$ cat config.mk
export PLATFORM = sky130hd
export DESIGN_NAME = search_query_tokenizer_top
export DESIGN_NICKNAME = d
export VERILOG_FILES = /design/src/sv/sqt_pkg.sv /design/src/sv/search_query_tokenizer_top.sv /design/src/sv/sqt_front.sv /design/src/sv/sqt_queue.sv /design/src/sv/sqt_back.sv
export SDC_FILE = /design/constraint.sdc
export NUM_CORES = 1
export LEC_CHECK = 0
export BUFFER_PORTS_ARGS = -buffer_cell sky130_fd_sc_hd__buf_2
export CELL_PAD_IN_SITES_DETAIL_PLACEMENT = 0
export CELL_PAD_IN_SITES_GLOBAL_PLACEMENT = 1
export CORE_ASPECT_RATIO = 1.5
export CORE_MARGIN = 2
export CORE_UTILIZATION = 52
export DETAILED_ROUTE_END_ITERATION = 7
export GPL_ROUTABILITY_DRIVEN = 0
export GPL_TIMING_DRIVEN = 0
export HOLD_SLACK_MARGIN = 0.1
export PLACE_DENSITY_LB_ADDON = 0.3
export SYNTH_ARGS = -nofsm -noshare
export SYNTH_HDL_FRONTEND = slang
export SYNTH_SLANG_ARGS = --single-unit
$ cat constraint.sdc
create_clock -name clk_i -period 6.5 [get_ports clk_i]
set_input_delay 0.975 -clock clk_i [delete_from_list [all_inputs] [get_ports clk_i]]
set_output_delay 0.975 -clock clk_i [all_outputs]
set_load 0.01 [all_outputs]
$ cat src/sv/sqt_pkg.sv
// Shared types and constants of the search query tokenizer.
// Used by every module of the block; no dependencies.
`default_nettype none

package sqt_pkg;

  localparam int unsigned CpW = 21;

  localparam logic [CpW-1:0] ChMinus  = 21'h00002D;
  localparam logic [CpW-1:0] ChSpace  = 21'h000020;
  localparam logic [CpW-1:0] ChBslash = 21'h00005C;
  localparam logic [CpW-1:0] ChQuote  = 21'h000022;
  localparam logic [CpW-1:0] ChStar   = 21'h00002A;

  // Parser modes
  localparam logic [1:0] ModeStart = 2'd0;
  localparam logic [1:0] ModeToken = 2'd1;
  localparam logic [1:0] ModeEsc   = 2'd2;
  localparam logic [1:0] ModeSkip  = 2'd3;

  typedef enum logic [1:0] {
    MkExact  = 2'd0,
    MkPrefix = 2'd1,
    MkSuffix = 2'd2,
    MkBoth   = 2'd3
  } match_kind_e;

  // Class of a code point as the parser sees it
  typedef enum logic [2:0] {
    ClsOther  = 3'd0,
    ClsMinus  = 3'd1,
    ClsSpace  = 3'd2,
    ClsBslash = 3'd3,
    ClsQuote  = 3'd4,
    ClsStar   = 3'd5
  } char_cls_e;

  typedef struct packed {
    logic [CpW-1:0] code_point;
    logic           is_end;
    logic           decode_error;
  } in_word_t;

  typedef struct packed {
    logic           char_valid;
    logic [CpW-1:0] token_char;
    logic           token_end;
    logic [1:0]     match_kind;
    logic           is_difference;
    logic           token_cancel;
  } out_word_t;

  typedef struct packed {
    char_cls_e      cls;
    logic [CpW-1:0] code_point;
    logic           is_end;
    logic           decode_error;
  } q_entry_t;

endpackage

`default_nettype wire

$ cat src/sv/search_query_tokenizer_top.sv
// Top level of the search query tokenizer: front end, queue, back end.
// Depends on sqt_pkg, sqt_front, sqt_queue and sqt_back.
//
//   channel  direction  handshake                payload
//   in       input      in_valid_i / in_ready_o  in_word_i  (sqt_pkg::in_word_t)
//   out      output     out_valid_o / out_ready_i out_word_o (sqt_pkg::out_word_t)
//
// One word per cycle sustained unless the output stalls; each accepted word is
// queued, and its parser step loads any result it makes into the output register.
// The back-end parser takes one queued word per cycle unless its output stalls.
// Reset clears parser state, queue and output valid; no clearing pass.
// A stalled output holds its word while up to two input words wait in the queue.
`default_nettype none

module search_query_tokenizer_top (
  input  wire logic               clk_i,
  input  wire logic               rst_ni,
  input  wire logic               in_valid_i,
  output logic                    in_ready_o,
  input  wire sqt_pkg::in_word_t  in_word_i,
  output logic                    out_valid_o,
  input  wire logic               out_ready_i,
  output sqt_pkg::out_word_t      out_word_o
);

  logic              q_full, q_push, q_pop, q_valid;
  sqt_pkg::q_entry_t q_in, q_out;

  sqt_front u_front (
    .in_valid_i (in_valid_i),
    .in_word_i  (in_word_i),
    .in_ready_o (in_ready_o),
    .q_full_i   (q_full),
    .push_o     (q_push),
    .entry_o    (q_in)
  );

  sqt_queue u_queue (
    .clk_i   (clk_i),
    .rst_ni  (rst_ni),
    .push_i  (q_push),
    .entry_i (q_in),
    .full_o  (q_full),
    .pop_i   (q_pop),
    .valid_o (q_valid),
    .entry_o (q_out)
  );

  sqt_back u_back (
    .clk_i       (clk_i),
    .rst_ni      (rst_ni),
    .q_valid_i   (q_valid),
    .q_entry_i   (q_out),
    .pop_o       (q_pop),
    .out_valid_o (out_valid_o),
    .out_ready_i (out_ready_i),
    .out_word_o  (out_word_o)
  );

endmodule

`default_nettype wire

$ cat src/sv/sqt_front.sv
// Front end: accepts input words and classifies each code point.
// Depends on sqt_pkg; feeds sqt_queue.
`default_nettype none

module sqt_front (
  input  wire logic             in_valid_i,
  input  wire sqt_pkg::in_word_t in_word_i,
  output logic                  in_ready_o,
  input  wire logic             q_full_i,
  output logic                  push_o,
  output sqt_pkg::q_entry_t     entry_o
);

  sqt_pkg::char_cls_e cls;

  always_comb begin
    case (in_word_i.code_point)
      sqt_pkg::ChMinus:  cls = sqt_pkg::ClsMinus;
      sqt_pkg::ChSpace:  cls = sqt_pkg::ClsSpace;
      sqt_pkg::ChBslash: cls = sqt_pkg::ClsBslash;
      sqt_pkg::ChQuote:  cls = sqt_pkg::ClsQuote;
      sqt_pkg::ChStar:   cls = sqt_pkg::ClsStar;
      default:           cls = sqt_pkg::ClsOther;
    endcase
  end

  assign in_ready_o           = !q_full_i;
  assign push_o               = in_valid_i && !q_full_i;
  assign entry_o.cls          = cls;
  assign entry_o.code_point   = in_word_i.code_point;
  assign entry_o.is_end       = in_word_i.is_end;
  assign entry_o.decode_error = in_word_i.decode_error;

endmodule

`default_nettype wire

$ cat src/sv/sqt_queue.sv
// Two-entry queue of classified words between front and back end.
// Depends on sqt_pkg.
`default_nettype none

module sqt_queue (
  input  wire logic              clk_i,
  input  wire logic              rst_ni,
  input  wire logic              push_i,
  input  wire sqt_pkg::q_entry_t entry_i,
  output logic                   full_o,
  input  wire logic              pop_i,
  output logic                   valid_o,
  output sqt_pkg::q_entry_t      entry_o
);

  sqt_pkg::q_entry_t mem_q [2];
  logic       wr_ptr_q, wr_ptr_d;
  logic       rd_ptr_q, rd_ptr_d;
  logic [1:0] count_q, count_d;

  assign full_o  = (count_q == 2'd2);
  assign valid_o = (count_q != 2'd0);
  assign entry_o = mem_q[rd_ptr_q];

  always_comb begin
    wr_ptr_d = push_i ? !wr_ptr_q : wr_ptr_q;
    rd_ptr_d = pop_i  ? !rd_ptr_q : rd_ptr_q;
    count_d  = count_q + {1'b0, push_i} - {1'b0, pop_i};
  end

  always_ff @(posedge clk_i or negedge rst_ni) begin
    if (!rst_ni) begin
      wr_ptr_q <= 1'b0;
      rd_ptr_q <= 1'b0;
      count_q  <= 2'd0;
    end else begin
      wr_ptr_q <= wr_ptr_d;
      rd_ptr_q <= rd_ptr_d;
      count_q  <= count_d;
    end
  end

  always_ff @(posedge clk_i) begin
    if (push_i) begin
      mem_q[wr_ptr_q] <= entry_i;
    end
  end

`ifndef SYNTHESIS
  assert property (@(posedge clk_i) disable iff (!rst_ni) pop_i |-> count_q != 2'd0)
    else $error("queue popped while empty");
  assert property (@(posedge clk_i) disable iff (!rst_ni) push_i |-> count_q != 2'd2)
    else $error("queue pushed while full");
  assert property (@(posedge clk_i) disable iff (!rst_ni)
    (count_q == 2'd0) |-> (wr_ptr_q == rd_ptr_q))
    else $error("queue pointers disagree with empty count");
`endif

endmodule

`default_nettype wire

$ cat src/sv/sqt_back.sv
// Back end: token parser state machine with a registered output word.
// Depends on sqt_pkg; reads words from sqt_queue.
`default_nettype none

module sqt_back (
  input  wire logic              clk_i,
  input  wire logic              rst_ni,
  input  wire logic              q_valid_i,
  input  wire sqt_pkg::q_entry_t q_entry_i,
  output logic                   pop_o,
  output logic                   out_valid_o,
  input  wire logic              out_ready_i,
  output sqt_pkg::out_word_t     out_word_o
);

  logic [1:0]              mode_q, mode_d;
  logic                    diff_q, diff_d;
  logic                    quoted_q, quoted_d;
  logic                    lead_star_q, lead_star_d;
  logic                    any_q, any_d;
  logic                    held_v_q, held_v_d;
  logic [sqt_pkg::CpW-1:0] held_char_q, held_char_d;
  logic                    out_valid_q;
  sqt_pkg::out_word_t      out_word_q, res;
  logic                    gen, do_app, do_fin, do_clr, drop;
  sqt_pkg::match_kind_e    kind;

  assign pop_o = q_valid_i && (!out_valid_q || out_ready_i);

  // Strip a trailing quote or star and work out the match kind
  always_comb begin
    if (quoted_q) begin
      drop = held_v_q && (held_char_q == sqt_pkg::ChQuote);
      kind = sqt_pkg::MkExact;
    end else begin
      drop = held_v_q && (held_char_q == sqt_pkg::ChStar);
      if (lead_star_q && !drop) begin
        kind = sqt_pkg::MkSuffix;
      end else if (!lead_star_q && drop) begin
        kind = sqt_pkg::MkPrefix;
      end else begin
        kind = sqt_pkg::MkBoth;
      end
    end
  end

  always_comb begin
    mode_d      = mode_q;
    diff_d      = diff_q;
    quoted_d    = quoted_q;
    lead_star_d = lead_star_q;
    any_d       = any_q;
    held_v_d    = held_v_q;
    held_char_d = held_char_q;
    gen         = 1'b0;
    res         = '0;
    do_app      = 1'b0;
    do_fin      = 1'b0;
    do_clr      = 1'b0;

    if (q_entry_i.decode_error) begin
      if (mode_q != sqt_pkg::ModeSkip && any_q) begin
        gen              = 1'b1;
        res.token_cancel = 1'b1;
      end
      do_clr = 1'b1;
      diff_d = 1'b0;
      mode_d = q_entry_i.is_end ? sqt_pkg::ModeStart : sqt_pkg::ModeSkip;
    end else if (q_entry_i.is_end) begin
      do_fin = (mode_q == sqt_pkg::ModeToken || mode_q == sqt_pkg::ModeEsc) && any_q;
      do_clr = 1'b1;
      diff_d = 1'b0;
      mode_d = sqt_pkg::ModeStart;
    end else begin
      case (mode_q)
        sqt_pkg::ModeStart: begin
          case (q_entry_i.cls)
            sqt_pkg::ClsMinus:  diff_d = 1'b1;
            sqt_pkg::ClsSpace:  diff_d = 1'b0;
            sqt_pkg::ClsBslash: mode_d = sqt_pkg::ModeEsc;
            default: begin
              mode_d = sqt_pkg::ModeToken;
              do_app = 1'b1;
            end
          endcase
        end
        sqt_pkg::ModeToken: begin
          case (q_entry_i.cls)
            sqt_pkg::ClsBslash: mode_d = sqt_pkg::ModeEsc;
            sqt_pkg::ClsSpace: begin
              do_fin = 1'b1;
              do_clr = 1'b1;
              diff_d = 1'b0;
              mode_d = sqt_pkg::ModeStart;
            end
            default: do_app = 1'b1;
          endcase
        end
        sqt_pkg::ModeEsc: begin
          mode_d = sqt_pkg::ModeToken;
          do_app = 1'b1;
        end
        default: ;
      endcase
    end

    if (do_fin) begin
      gen               = 1'b1;
      res.char_valid    = held_v_q && !drop;
      res.token_char    = (held_v_q && !drop) ? held_char_q : '0;
      res.token_end     = 1'b1;
      res.match_kind    = kind;
      res.is_difference = diff_q;
    end

    // First character may be a leading quote or star; later ones push out the held one
    if (do_app) begin
      if (!any_q) begin
        any_d = 1'b1;
        if (q_entry_i.cls == sqt_pkg::ClsQuote) begin
          quoted_d = 1'b1;
        end else if (q_entry_i.cls == sqt_pkg::ClsStar) begin
          lead_star_d = 1'b1;
        end else begin
          held_char_d = q_entry_i.code_point;
          held_v_d    = 1'b1;
        end
      end else begin
        if (held_v_q) begin
          gen            = 1'b1;
          res.char_valid = 1'b1;
          res.token_char = held_char_q;
        end
        held_char_d = q_entry_i.code_point;
        held_v_d    = 1'b1;
      end
    end

    if (do_clr) begin
      quoted_d    = 1'b0;
      lead_star_d = 1'b0;
      any_d       = 1'b0;
      held_v_d    = 1'b0;
      held_char_d = '0;
    end
  end

  always_ff @(posedge clk_i or negedge rst_ni) begin
    if (!rst_ni) begin
      mode_q      <= sqt_pkg::ModeStart;
      diff_q      <= 1'b0;
      quoted_q    <= 1'b0;
      lead_star_q <= 1'b0;
      any_q       <= 1'b0;
      held_v_q    <= 1'b0;
      held_char_q <= '0;
      out_valid_q <= 1'b0;
    end else begin
      if (pop_o) begin
        mode_q      <= mode_d;
        diff_q      <= diff_d;
        quoted_q    <= quoted_d;
        lead_star_q <= lead_star_d;
        any_q       <= any_d;
        held_v_q    <= held_v_d;
        held_char_q <= held_char_d;
      end
      if (!out_valid_q || out_ready_i) begin
        out_valid_q <= pop_o && gen;
      end
    end
  end

  always_ff @(posedge clk_i) begin
    if (pop_o && gen) begin
      out_word_q <= res;
    end
  end

  assign out_valid_o = out_valid_q;
  assign out_word_o  = out_word_q;

`ifndef SYNTHESIS
  assert property (@(posedge clk_i) disable iff (!rst_ni) held_v_q |-> any_q)
    else $error("held character without token start");
  assert property (@(posedge clk_i) disable iff (!rst_ni) !(quoted_q && lead_star_q))
    else $error("token both quoted and star-led");
  assert property (@(posedge clk_i) disable iff (!rst_ni)
    (out_valid_q && out_word_q.token_cancel) |->
      (!out_word_q.char_valid && !out_word_q.token_end))
    else $error("cancel word carries token data");
  assert property (@(posedge clk_i) disable iff (!rst_ni)
    (pop_o && q_entry_i.decode_error && !q_entry_i.is_end) |=>
      (mode_q == sqt_pkg::ModeSkip))
    else $error("decode error did not enter skip mode");
  assert property (@(posedge clk_i) disable iff (!rst_ni)
    (mode_q == sqt_pkg::ModeToken) |-> any_q)
    else $error("in-token mode with empty token");
`endif

endmodule

`default_nettype wire

Yosys cells after proc, flatten, opt, wreduce, memory -nomap -nowiden
Memory sizes are Yosys's and may differ from the RTL's. Cells that the tools add are included.

Memories kept: 1. Output and inout bits: 29. Input bits: 27. Word-level logic and storage cells: 144. RAM bits: 52. Register bits after elaboration: 60.

Bitwise operators: 1. Equality and inequality tests: 24. Reductions and logical operators: 37. Mux-type cells: 61. Add/sub/neg operators: 2.

Memory list: u_queue.mem_q (words 2, width 26, read ports 1, clocked after Yosys merged registers in 0, wr ports 1, line sqt_queue.sv:16) `sqt_pkg::q_entry_t mem_q [2];`.

Operators by type and width (count): equality test 21 x 6 -> 1 bit, second input constant (6); two-way mux 21 bit (6); two-way mux 22 bit (3); two-way mux 1 bit (38); two-way mux 26 bit (1); equality test 21 x 7 -> 1 bit, second input constant (1); AND reduction 4 bit (4); case mux 3 bit (5 select lines) (1); two-way mux 2 bit (6); logical AND 1 bit (10); inequality test 4 x 3 -> 1 bit, second input constant (2); case mux 2 bit (2 select lines) (2); nonzero test 2 bit (4); zero test 1 bit (7); equality test 3 x 2 -> 1 bit, second input constant (2); equality test 3 bit, second input constant (2); inequality test 3 x 1 -> 1 bit, second input constant (2); case mux 2 bit (3 select lines) (1); OR reduction 2 bit (3); OR reduction 3 bit (2); inequality test 5 x 2 -> 1 bit, second input constant (1); inequality test 5 x 4 -> 1 bit, second input constant (1); AND reduction 5 bit (1); nonzero test 5 bit (1); 14 further kinds (18).

Longest topological paths before layout
Gate-level depths: netlist (run 1). An unclocked memory read counts as a cell.

Word-level depth: 11. Depth in mapped cells: 8. Gate-level depth less buffers: 8.

Modules after synthesis
From an unflattened synthesis (run 1), not the netlist that was laid out.

Cell total of the unflattened synthesis: 324. Area total of the unflattened synthesis: 4962.3 sq um.

Modules (own cells, without submodules): sqt_back (sequential area each 1536.5 sq um, area an instance 2473.6 sq um, cells each 185, instances 1); sqt_queue (sequential area each 1661.6 sq um, area an instance 2175.8 sq um, cells each 96, instances 1); sqt_front (sequential area each 0.0 sq um, area an instance 312.8 sq um, cells each 43, instances 1).

Worst setup path before layout (run 1)
No wires, ideal clock.

Path kind: register to register. Start point: reg u_back.mode_q[0]. End point: reg u_back.out_word_q, in the netlist u_back.out_word_o[0], enable pin. Setup time: 0.430 ns. Slack: 2.953 ns. Period minus slack after synthesis: 3.547 ns. Data arrival time: 3.117 ns. Stages on the path, launching flop included: 6. Data required time: 6.070 ns. Cells stage by stage: dfrtp_1 -> ha_1 -> or4_1 -> o31a_2 -> or4_4 -> a31oi_1.

Cells in the longest elaborated chain, start to end: 10. Elaborated cells between the ends (all ways): 20.

RTL lines: start, declared (line sqt_back.sv:16) `logic [1:0] mode_q, mode_d;`; start signal, assigned (line sqt_back.sv:150) `mode_q <= sqt_pkg::ModeStart;`; start signal, assigned (line sqt_back.sv:160) `mode_q <= mode_d;`; equality test 2 x 1 -> 1 bit / equality test 2 bit (equally long branches) (line sqt_back.sv:70, sqt_back.sv:75); logical OR 1 bit (line sqt_back.sv:70) `do_fin = (mode_q == sqt_pkg::ModeToken || mode_q == sqt_pkg::ModeEsc) && any_q;`; logical AND 1 bit (line sqt_back.sv:70); two-way mux 1 bit (line sqt_back.sv:69) `end else if (q_entry_i.is_end) begin`; two-way mux 1 bit (line sqt_back.sv:61) `if (q_entry_i.decode_error) begin`; two-way mux 1 bit (line sqt_back.sv:107) `if (do_fin) begin`; two-way mux 1 bit (line sqt_back.sv:129) `if (held_v_q) begin`; two-way mux 1 bit (line sqt_back.sv:118) `if (!any_q) begin`; two-way mux 1 bit * (line sqt_back.sv:117) `if (do_app) begin`; logical AND 1 bit * (line sqt_back.sv:175) `if (pop_o && gen) begin`; end signal, assigned (line sqt_back.sv:176) `out_word_q <= res;`; end, declared (line sqt_back.sv:24) `sqt_pkg::out_word_t out_word_q, res;`.

Mark *: on every way between the ends. The rest lies on a longest branch, timed or not. A chain may end at the register's enable or synchronous reset.

Worst setup path in the final report (run 1)
Start point: reg u_back.mode_q[0]. End point: reg u_back.out_word_q, in the netlist u_back.out_word_o[3], enable pin.

Same word-level chain as after synthesis.

==> impl_metrics.env, run 1 <==
export IMPL_grt_antenna_before_repair=0
export IMPL_synth_flop_cell="edfxtp_1"
export IMPL_grt_pass1_vias=2747
export IMPL_rsz0062_at_grt="no"
export IMPL_postCtsSetupBuffers=0
export IMPL_vias=2756
export IMPL_worst_slew_pin_slew_ns=1.21
export IMPL_dieArea_um2=9820
export IMPL_layout_drive_gt1_share_pct=25.0
export IMPL_clkTransAtPathRegs_ns=0.07
export IMPL_ys_warn_count=0
export IMPL_reg2reg_to="u_back.out_word_o[3]$_SDFFCE_PP0P_"
export IMPL_die_h_um=120
export IMPL_register_area_um2=3200
export IMPL_wire_per_inst_um=16.2
export IMPL_vias_per_cell=5.49
export IMPL_nFillCells=692
export IMPL_io_pins=56
export IMPL_reg2reg_from="u_back.mode_q[0]$_DFFE_PN0P_"
export IMPL_hpwl_mm=5.99
export IMPL_yosysTopAreaCell="edfxtp_1"
export IMPL_grt_max_degree=34
export IMPL_cts_tree="yes"
export IMPL_fp_row_count=42
export IMPL_root_buffer="clkbuf_16"
export IMPL_multiInputGateArea_um2=1400
export IMPL_critical_path_class="register to register"
export IMPL_setup_tns_ns=0
export IMPL_slew_viol_final=0
export IMPL_clk_latency_ns=0.35
export IMPL_routed_wl_mm=8.13
export IMPL_setup_viol_count_final=0
export IMPL_ctsHoldBuffers=0
export IMPL_area_growth_pct=15.8
export IMPL_final_cell_mix="79 x edfxtp_1, 61 x buf_2, 33 x dfrtp_1, 24 x mux2i_1, 22 x o2bb2ai_1"
export IMPL_htree_num_levels=3
export IMPL_fmax_ghz=0.346
export IMPL_cp_max_fo=28
export IMPL_fin_worst_skew_ns=0.00810
export IMPL_slew_headroom_pct=19.5
export IMPL_irDropWorstVdd_uv=188
export IMPL_cts_resized=0
export IMPL_core_um2=8830
export IMPL_synth_area_leaders="edfxtp_1 51%, dfrtp_1 18%, mux2i_1 5.1%, o2bb2ai_1 4.1%, and2_1 2.8%"
export IMPL_min_period_over_period_pct=44.5
export IMPL_cp_required_ns=6.47
export IMPL_layout_commonest_cell="edfxtp_1"
export IMPL_clk_path_buf_depth=2
export IMPL_ff2ff_path_depth=5
export IMPL_synth_edf_count=79
export IMPL_hold_slack_ns=0.506
export IMPL_finalNetCount=420
export IMPL_fin_crit_ns=2.89
export IMPL_n_antenna_cell=0
export IMPL_hold_class="register to register"
export IMPL_cp_arrival_ns=2.87
export IMPL_final_core_util_pct=61.6
export IMPL_grt_overflow=0
export IMPL_detail_route_antenna_nets=0
export IMPL_outcome="completed"
export IMPL_numCtsBuffers=9
export IMPL_grt_use_total_pct=18.5
export IMPL_powerDensity_nw_per_um2=410
export IMPL_drcViolationCount=0
export IMPL_crit_end="u_back.out_word_o[3]$_SDFFCE_PP0P_"
export IMPL_start_util_pct=53.2
export IMPL_synth_top_area_share_pct=50.5
export IMPL_synth_nets=353
export IMPL_syn_area_um2=4700
export IMPL_yosysSeqAreaShare_pct=68.1
export IMPL_grt_pass1_wl_mm=13.3
export IMPL_post_synth_inst_count=320
export IMPL_drtIter0Drc=172
export IMPL_critPathLaunch="u_back.mode_q[0]$_DFFE_PN0P_"
export IMPL_synth_cell_type_count=50
export IMPL_cts_sinks=112
export IMPL_end_kind="register"
export IMPL_ys_seq_elements=112
export IMPL_synthArstFlopShare_pct=29.5
export IMPL_worstSetupStartpointType="register"
export IMPL_hold_viol_final=0
export IMPL_r2r_slack_ns=3.61
export IMPL_first_pass_iters=4
export IMPL_syn_area_per_cell_um2=14.7
export IMPL_port_buffer_count=55
export IMPL_power_leakage_nw=2.09
export IMPL_maxCapViolations=0
export IMPL_fp_dieW_um=81.6
==> where the power goes <==
part | internal (W) | total [W] | switching [W]
Combinational | 0.000267 | 0.000680 | 0.000412
Sequential | 0.000945 | 0.00102 | 0.0000722
Clock | 0.000271 | 0.000534 | 0.000263
Total | 0.00148 | 0.00223 | 0.000747
==> critical path, stage by stage (launching register included) <==
cell	delay, ns
dfrtp_1	0.42
ha_1	0.25
or4_1	0.41
o31a_2	0.16
or4_4	0.57
a31oi_4	0.71
==> Yosys cell counts (2+ instances only) <==
master	n
or4_1	2
a31oi_1	3
inv_1	15
xor2_1	2
nand3_1	3
buf_6	2
nand4_1	3
and3_1	2
nor4b_1	3
nor2b_1	4
a2bb2oi_1	2
edfxtp_1	79
mux2_2	2
xnor2_1	5
nor2_1	16
nor3_1	3
buf_2	6
nand2b_1	4
ha_1	6
or2_2	2
o21ai_0	3
a21oi_1	10
nor4_1	5
o211ai_1	3
a32oi_1	2
or3b_2	3
o2bb2ai_1	22
and2_1	21
mux2i_1	24
nor4bb_1	2
a21o_1	3
dfrtp_1	33
nand2_1	7
nand3b_1	2
==> through the flow <==
step	instances	setup slack, ns	instance area [um2]	total power (W)
after global placement	485	2.44	5110	0.00169
after detailed placement	486	3.59	5140	0.00172
after CTS	502	3.58	5440	0.00225
after global routing	502	3.46	5440	0.00237
after floorplan	320	2.95	4700	0.00151
final	502	3.61	5440	0.00223
==> cell type report <==
class / count / area share [%]
multi-input cells: 183 / 25.7
flip-flops and latches: 112 / 58.8
well taps: 110 / 2.53
plain buffers: 10 / 1.10
repair buffers: 56 / 5.34
clock buffers: 9 / 4.14
inverters: 15 / 1.03
clock inverters: 7 / 1.33
==> per-layer routing <==
metal  wire length (um)  global-route usage [%]
met5                  0                       0
met2               4290                    30.0
met1               3440                    23.8
met3                326                    4.70
met4                 74                    6.88
==> flip-flops by register name, indices dropped and copies added (netlist names), 2 cells and up <==
register / count
u_back.held_char_q: 21
u_back.mode_q: 2
u_back.out_word_o: 27
u_queue.count_q: 2
u_queue.mem_q: 52
==> cells by family after synthesis <==
logic type | synth area share (%)
compound gates | 9.96
buf+inv | 2.48
fa+ha+maj | 1.60
flops | 68.1
mux | 5.59
simple gates | 11.0
xor+xnor | 1.31
==> worst min-delay path by stage <==
| stage | start | endpoint | slack, ns | cells past startpoint |
|---|---|---|---|---|
| floorplan | u_queue.wr_ptr_q$_DFFE_PN0P_ | u_queue.wr_ptr_q$_DFFE_PN0P_ | 0.46 | 1 |
| global route | u_back.held_char_q[15]$_DFFE_PN0P_ | u_back.held_char_q[15]$_DFFE_PN0P_ | 0.53 | 1 |
| CTS | u_queue.count_q[1]$_DFF_PN0_ | u_queue.count_q[1]$_DFF_PN0_ | 0.51 | 1 |
| detailed placement | u_back.held_char_q[18]$_DFFE_PN0P_ | u_back.held_char_q[18]$_DFFE_PN0P_ | 0.49 | 1 |
| finish | u_queue.wr_ptr_q$_DFFE_PN0P_ | u_queue.wr_ptr_q$_DFFE_PN0P_ | 0.51 | 1 |
| global placement | u_queue.wr_ptr_q$_DFFE_PN0P_ | u_queue.wr_ptr_q$_DFFE_PN0P_ | 0.48 | 1 |
(Power assumes the default switching activity.)
==> inputs of run 2 (changes only) <==
--- a/config.mk
+++ b/config.mk
@@ -10,7 +10,7 @@
 export CELL_PAD_IN_SITES_GLOBAL_PLACEMENT = 1
 export CORE_ASPECT_RATIO = 1.5
 export CORE_MARGIN = 2
-export CORE_UTILIZATION = 52
+export CORE_UTILIZATION = 48
 export DETAILED_ROUTE_END_ITERATION = 7
 export GPL_ROUTABILITY_DRIVEN = 0
 export GPL_TIMING_DRIVEN = 0
==> constraint.sdc (replaced) <==
create_clock -name clk_i -period 2.7 [get_ports clk_i]
set_input_delay 0.405 -clock clk_i [delete_from_list [all_inputs] [get_ports clk_i]]
set_output_delay 0.405 -clock clk_i [all_outputs]
set_load 0.01 [all_outputs]
==> run 2 against run 1 <==
  * Sequential share of layout area is 0.71 points lower
  * Global-route usage decreased by 1.5 points
  * Die area is 8.0% higher
  * Wire length up 3.1%
  * Highest routed layer unchanged
==> impl_metrics.env, run 2 (same netlist as run 1, synthesis figures left out) <==
export IMPL_critical_path_class="register to register"
export IMPL_port_buffer_count=55
export IMPL_cp_required_ns=2.76
export IMPL_clkTransAtPathRegs_ns=0.07
export IMPL_fin_worst_skew_ns=0.00701
export IMPL_rsz0062_at_grt="no"
export IMPL_slew_viol_final=0
export IMPL_fp_row_count=44
export IMPL_layout_commonest_cell="edfxtp_1"
export IMPL_cts_tree="yes"
export IMPL_root_buffer="clkbuf_16"
export IMPL_vias=2807
export IMPL_cts_sinks=112
export IMPL_grt_antenna_before_repair=0
export IMPL_fin_crit_ns=2.51
export IMPL_irDropWorstVdd_uv=531
export IMPL_htree_num_levels=3
export IMPL_setup_viol_count_final=0
export IMPL_start_util_pct=49.0
export IMPL_die_h_um=125
export IMPL_grt_use_total_pct=17.0
export IMPL_hold_viol_final=0
export IMPL_grt_pass1_vias=2827
export IMPL_largest_register="u_queue.mem_q"
export IMPL_worstSetupStartpointType="register"
export IMPL_finalNetCount=424
export IMPL_io_pins=56
export IMPL_grt_max_degree=34
export IMPL_p_total_w=0.00542
export IMPL_reg2reg_to="u_back.out_word_o[26]$_DFFE_PP_"
export IMPL_ff2ff_path_depth=6
export IMPL_grt_overflow=0
export IMPL_cp_arrival_ns=2.58
export IMPL_maxCapViolations=0
export IMPL_cp_max_fo=14
export IMPL_routed_wl_mm=8.39
export IMPL_worst_slew_pin_slew_ns=1.20
export IMPL_clk_path_buf_depth=2
export IMPL_ctsHoldBuffers=0
export IMPL_layout_drive_gt1_share_pct=25.8
export IMPL_final_cell_count_no_fill=511
export IMPL_clk_latency_ns=0.35
export IMPL_final_cell_mix="79 x edfxtp_1, 61 x buf_2, 33 x dfrtp_1, 24 x mux2i_1, 22 x o2bb2ai_1"
export IMPL_nFillCells=797
export IMPL_drtIter0Drc=149
export IMPL_fmax_ghz=0.398
export IMPL_slew_headroom_pct=19.8
export IMPL_outcome="completed"
export IMPL_vias_per_cell=5.49
export IMPL_end_kind="register"
export IMPL_r2r_slack_ns=0.19
export IMPL_grt_pass1_wl_mm=14.0
export IMPL_reg2reg_from="u_back.mode_q[0]$_DFFE_PN0P_"
export IMPL_first_pass_iters=4
export IMPL_largest_register_ffs=52
export IMPL_hpwl_mm=6.00
export IMPL_dp_slack_ns=-0.273
export IMPL_wire_per_inst_um=16.4
export IMPL_detail_route_antenna_nets=0
export IMPL_power_leakage_nw=2.11
export IMPL_fp_dieW_um=84.8
export IMPL_n_antenna_cell=0
export IMPL_area_growth_pct=17.2
export IMPL_drcViolationCount=0
export IMPL_fin_ws_ns=0.186
export IMPL_numCtsBuffers=9
export IMPL_critPathLaunch="u_back.mode_q[0]$_DFFE_PN0P_"
export IMPL_powerDensity_nw_per_um2=984
export IMPL_dieArea_um2=10600
export IMPL_hold_class="primary input to async pin"
export IMPL_dpl_cell_count=491
export IMPL_min_period_over_period_pct=93.1
export IMPL_core_um2=9580
run 2: cell count changes in the layout (fill, tap and decap cells not counted):
| cell | change |
|---|---|
| buf_4 | +1 |
| clkinv_4 | -2 |
| a31oi_4 | +1 |
| clkinvlp_4 | +2 |
| clkinv_2 | +1 |
| buf_12 | +2 |
| inv_8 | -1 |
run 2: cell type report:
class                      count  area, um2  share of cell area [%]
clock inverter                 7       63.8                    1.16
sequential                   112       3200                    58.1
buffer                        10       60.1                    1.09
inverter                      15       56.3                    1.02
clock buffer                   9        225                    4.09
timing repair buffer          59        338                    6.13
multi-input combinational    184       1420                    25.8
tap                          115        144                    2.61
run 2: stage by stage:
stage	utilization, %	area (um2)	hold slack, ns	TNS, ns
2_1_floorplan	-	4710	0.109	0
3_3_place_gp	53.6	5130	0.477	-4.66
3_5_place_dp	53.7	5150	0.492	-7.45
4_1_cts	57.3	5490	0.137	0
5_1_grt	57.5	5510	0.176	0
6_report	57.5	5510	0.120	0
run 2: power by group:
| part | switching [W] | total (W) | internal [W] |
|---|---|---|---|
| sequential | 0.000173 | 0.00245 | 0.00227 |
| combinational | 0.00103 | 0.00172 | 0.000683 |
| clock | 0.000613 | 0.00125 | 0.000641 |
run 2: routing by layer:
metal  global-route usage (%)  up-vias  part of all wire, %
met3                     4.16       18                  4.8
met5                        0        -                    0
met1                     21.1     1363                   42
met4                     8.22        0                  3.1
li1                         -     1360                    -
met2                     27.7       66                   50
run 2: worst max-delay path by stage:
stage	to	slack (ns)	depth (start not counted)
floorplan	u_back.out_word_o[0]$_DFFE_PP_	0.05	5
detailed placement	u_back.out_word_o[19]$_DFFE_PP_	-0.27	5
finish	u_back.out_word_o[26]$_DFFE_PP_	0.19	6
CTS	u_back.out_word_o[16]$_DFFE_PP_	0.02	5
global route	u_queue.count_q[1]$_DFF_PN0_	0.05	7
global placement	u_back.out_word_o[20]$_DFFE_PP_	-0.17	5
run 2: worst max-delay path: stages, from the launching register on:
cell	delay, ns
dfrtp_1	0.42
ha_1	0.25
or4_1	0.41
o31a_2	0.16
or4_4	0.59
a31oi_4	0.21
buf_12	0.17
run 2: timing repair:
item / in CTS / in global routing
buffers inserted: 2 / 1
resized for setup: 1 / 0
pin swaps: 1 / 1
endpoints found under the setup margin: 28 / 14
gates cloned: 1 / 0
==> inputs of run 3 (changes only) <==
--- a/config.mk
+++ b/config.mk
@@ -10,7 +10,7 @@
 export CELL_PAD_IN_SITES_GLOBAL_PLACEMENT = 1
 export CORE_ASPECT_RATIO = 1.5
 export CORE_MARGIN = 2
-export CORE_UTILIZATION = 48
+export CORE_UTILIZATION = 43
 export DETAILED_ROUTE_END_ITERATION = 7
 export GPL_ROUTABILITY_DRIVEN = 0
 export GPL_TIMING_DRIVEN = 0
==> constraint.sdc (replaced) <==
create_clock -name clk_i -period 2.29 [get_ports clk_i]
set_input_delay 0.3435 -clock clk_i [delete_from_list [all_inputs] [get_ports clk_i]]
set_output_delay 0.3435 -clock clk_i [all_outputs]
set_load 0.01 [all_outputs]
==> run 3 against run 2 <==
  * The flow now finishes with violations (negative setup slack)
  * Wire length up 7.0%
  * Register-to-register slack worse by 0.39 ns
  * Design area up 6.0%
  * Cell count up 7.8%
  * Maximum frequency up 0.99%
==> impl_metrics.env, run 3 (same netlist as run 1, synthesis figures left out) <==
export IMPL_clkPwrFrac_pct=22.7
export IMPL_hold_slack_ns=0.189
export IMPL_n_antenna_cell=0
export IMPL_drtIter0Drc=132
export IMPL_layout_drive_gt1_share_pct=31.7
export IMPL_dieArea_um2=11800
export IMPL_port_buffer_count=55
export IMPL_end_kind="register"
export IMPL_grt_overflow=0
export IMPL_fmax_ghz=0.402
export IMPL_min_period_over_period_pct=109
export IMPL_wl_met2_mm=4.56
export IMPL_drcViolationCount=0
export IMPL_core_um2=10600
export IMPL_clk_latency_ns=0.35
export IMPL_layout_commonest_cell="edfxtp_1"
export IMPL_power_leakage_nw=2.22
export IMPL_numCtsBuffers=9
export IMPL_grt_pass1_vias=2707
export IMPL_setup_tns_ns=-6.17
export IMPL_cts_sinks=112
export IMPL_cp_required_ns=2.36
export IMPL_p_switching_w=0.00226
export IMPL_fin_crit_ns=2.49
export IMPL_final_cell_mix="79 x edfxtp_1, 56 x buf_2, 33 x dfrtp_1, 23 x mux2i_1, 21 x and2_1"
export IMPL_htree_num_levels=3
export IMPL_hold_class="primary input to register"
export IMPL_fp_dieW_um=89.3
export IMPL_vias=2824
export IMPL_grt_pass1_wl_mm=14.2
export IMPL_p_seq_share_pct=43.0
export IMPL_worstSetupStartpointType="register"
export IMPL_wl_met3_um=350
export IMPL_dp_slack_ns=-0.611
export IMPL_comb_power_share_pct=34.3
export IMPL_hpwl_mm=6.09
export IMPL_grt_antenna_before_repair=0
export IMPL_grt_max_degree=34
export IMPL_area_growth_pct=24.3
export IMPL_finalNetCount=435
export IMPL_largest_register_ffs=52
export IMPL_slew_viol_final=0
export IMPL_first_pass_iters=4
export IMPL_violations="negative setup slack"
export IMPL_reg2reg_from="u_back.mode_q[1]$_DFFE_PN0P_"
export IMPL_rsz0062_at_grt="yes"
export IMPL_cp_arrival_ns=2.55
export IMPL_irDropWorstVdd_uv=508
export IMPL_worst_slew_pin_slew_ns=1.25
export IMPL_slew_headroom_pct=16.6
export IMPL_io_pins=56
export IMPL_grt_use_total_pct=16.1
export IMPL_dpl_instance_area_um2=5190
export IMPL_maxCapViolations=0
export IMPL_fp_row_count=46
export IMPL_worstHoldStart="in_word_i[0]"
export IMPL_detail_route_antenna_nets=0
export IMPL_fin_worst_skew_ns=0.00931
export IMPL_vias_per_cell=5.13
export IMPL_cts_tree="yes"
export IMPL_powerDensity_nw_per_um2=1160
export IMPL_cell_internal_pwr_w=0.00449
export IMPL_die_h_um=132
export IMPL_root_buffer="clkbuf_16"
export IMPL_fin_ws_ns=-0.199
export IMPL_wire_per_inst_um=16.3
export IMPL_clk_path_buf_depth=2
export IMPL_hold_viol_final=0
export IMPL_cp_max_fo=7
export IMPL_design_area_um2=5840
export IMPL_final_core_util_pct=55.1
export IMPL_largest_register="u_queue.mem_q"
export IMPL_clkTransAtPathRegs_ns=0.07
export IMPL_swShare_pct=33.4
export IMPL_routed_top_layer="met4"
export IMPL_critPathLaunch="u_back.mode_q[1]$_DFFE_PN0P_"
export IMPL_outcome="finished with violations"
export IMPL_start_util_pct=44.4
export IMPL_drt_met1_wl_mm=3.78
export IMPL_routed_wl_mm=8.97
export IMPL_setup_viol_count_final=47
export IMPL_critical_path_class="register to register"
-- run 3: cell types whose count changed in the layout (fill, tap and decap cells not counted), moves of 2 or more --
cell        before  now
o2bb2ai_1       22   12
buf_4            1   10
o2bb2ai_2        0    8
buf_2           61   56
buf_6            2    6
a21oi_4          0    2
clkinvlp_4       3    1
o2bb2ai_4        0    2
-- run 3: layout make-up --
class / instances / area, um2
sequential: 112 / 3200
buffer: 10 / 80.1
clock inverter: 4 / 32.5
inverter: 15 / 56.3
tap: 144 / 180
multi-input combinational: 184 / 1570
timing repair buffer: 70 / 450
fill: 920 / 4750
clock buffer: 12 / 268
-- run 3: power groups by stage --
stage	logic [W]	registers [W]	clock network, W
final	0.00231	0.00290	0.00153
after floorplan	0.00136	0.00294	0
after CTS	0.00214	0.00289	0.00157
after detailed placement	0.00196	0.00293	0
after global routing	0.00253	0.00295	0.00166
after global placement	0.00192	0.00292	0
-- run 3: critical path, cell delays in order (launching register included) --
cell and delay, ns:
dfrtp_1 0.42, ha_2 0.22, or4_1 0.40, o31a_2 0.14
or4_4 0.55, a31oi_4 0.30, buf_16 0.17
-- run 3: per-stage QoR --
stage / total power, W / cells
after floorplan: 0.00430 / 320
after global placement: 0.00483 / 519
after detailed placement: 0.00489 / 520
after CTS: 0.00660 / 546
after global routing: 0.00714 / 551
final: 0.00675 / 551
-- run 3: what timing repair did --
item | in CTS | in global routing
resized for setup | 5 | 34
endpoints found under the setup margin | 49 | 67
endpoints found under the hold margin | 27 | 0
hold buffers | 1 | 0
pin swaps | 2 | 4
buffers inserted | 7 | 3
gates cloned | 2 | 2
-- run 3: routing by layer --
metal  global-route usage, %  vias up
met5                       0        -
met4                    6.88        0
met3                    4.63       22
met2                    24.8       64
li1                        -     1382
met1                    21.0     1356
-- run 3: worst paths after layout --
check / end / slack [ns] / depth (start not counted)
hold / removal: u_queue.mem_q[0][0]$_DFFE_PP_ / 0.19 / 1
min in group asynchronous: u_queue.wr_ptr_q$_DFFE_PN0P_ / 0.60 / 2
hold reg to reg: u_back.out_valid_o$_DFFE_PN0N_ / 0.50 / 1
setup / recovery: u_back.out_word_o[0]$_DFFE_PP_ / -0.20 / 6
setup reg to reg: u_back.out_word_o[0]$_DFFE_PP_ / -0.20 / 6
max in group asynchronous: u_back.held_char_q[11]$_DFFE_PN0P_ / 1.21 / 2
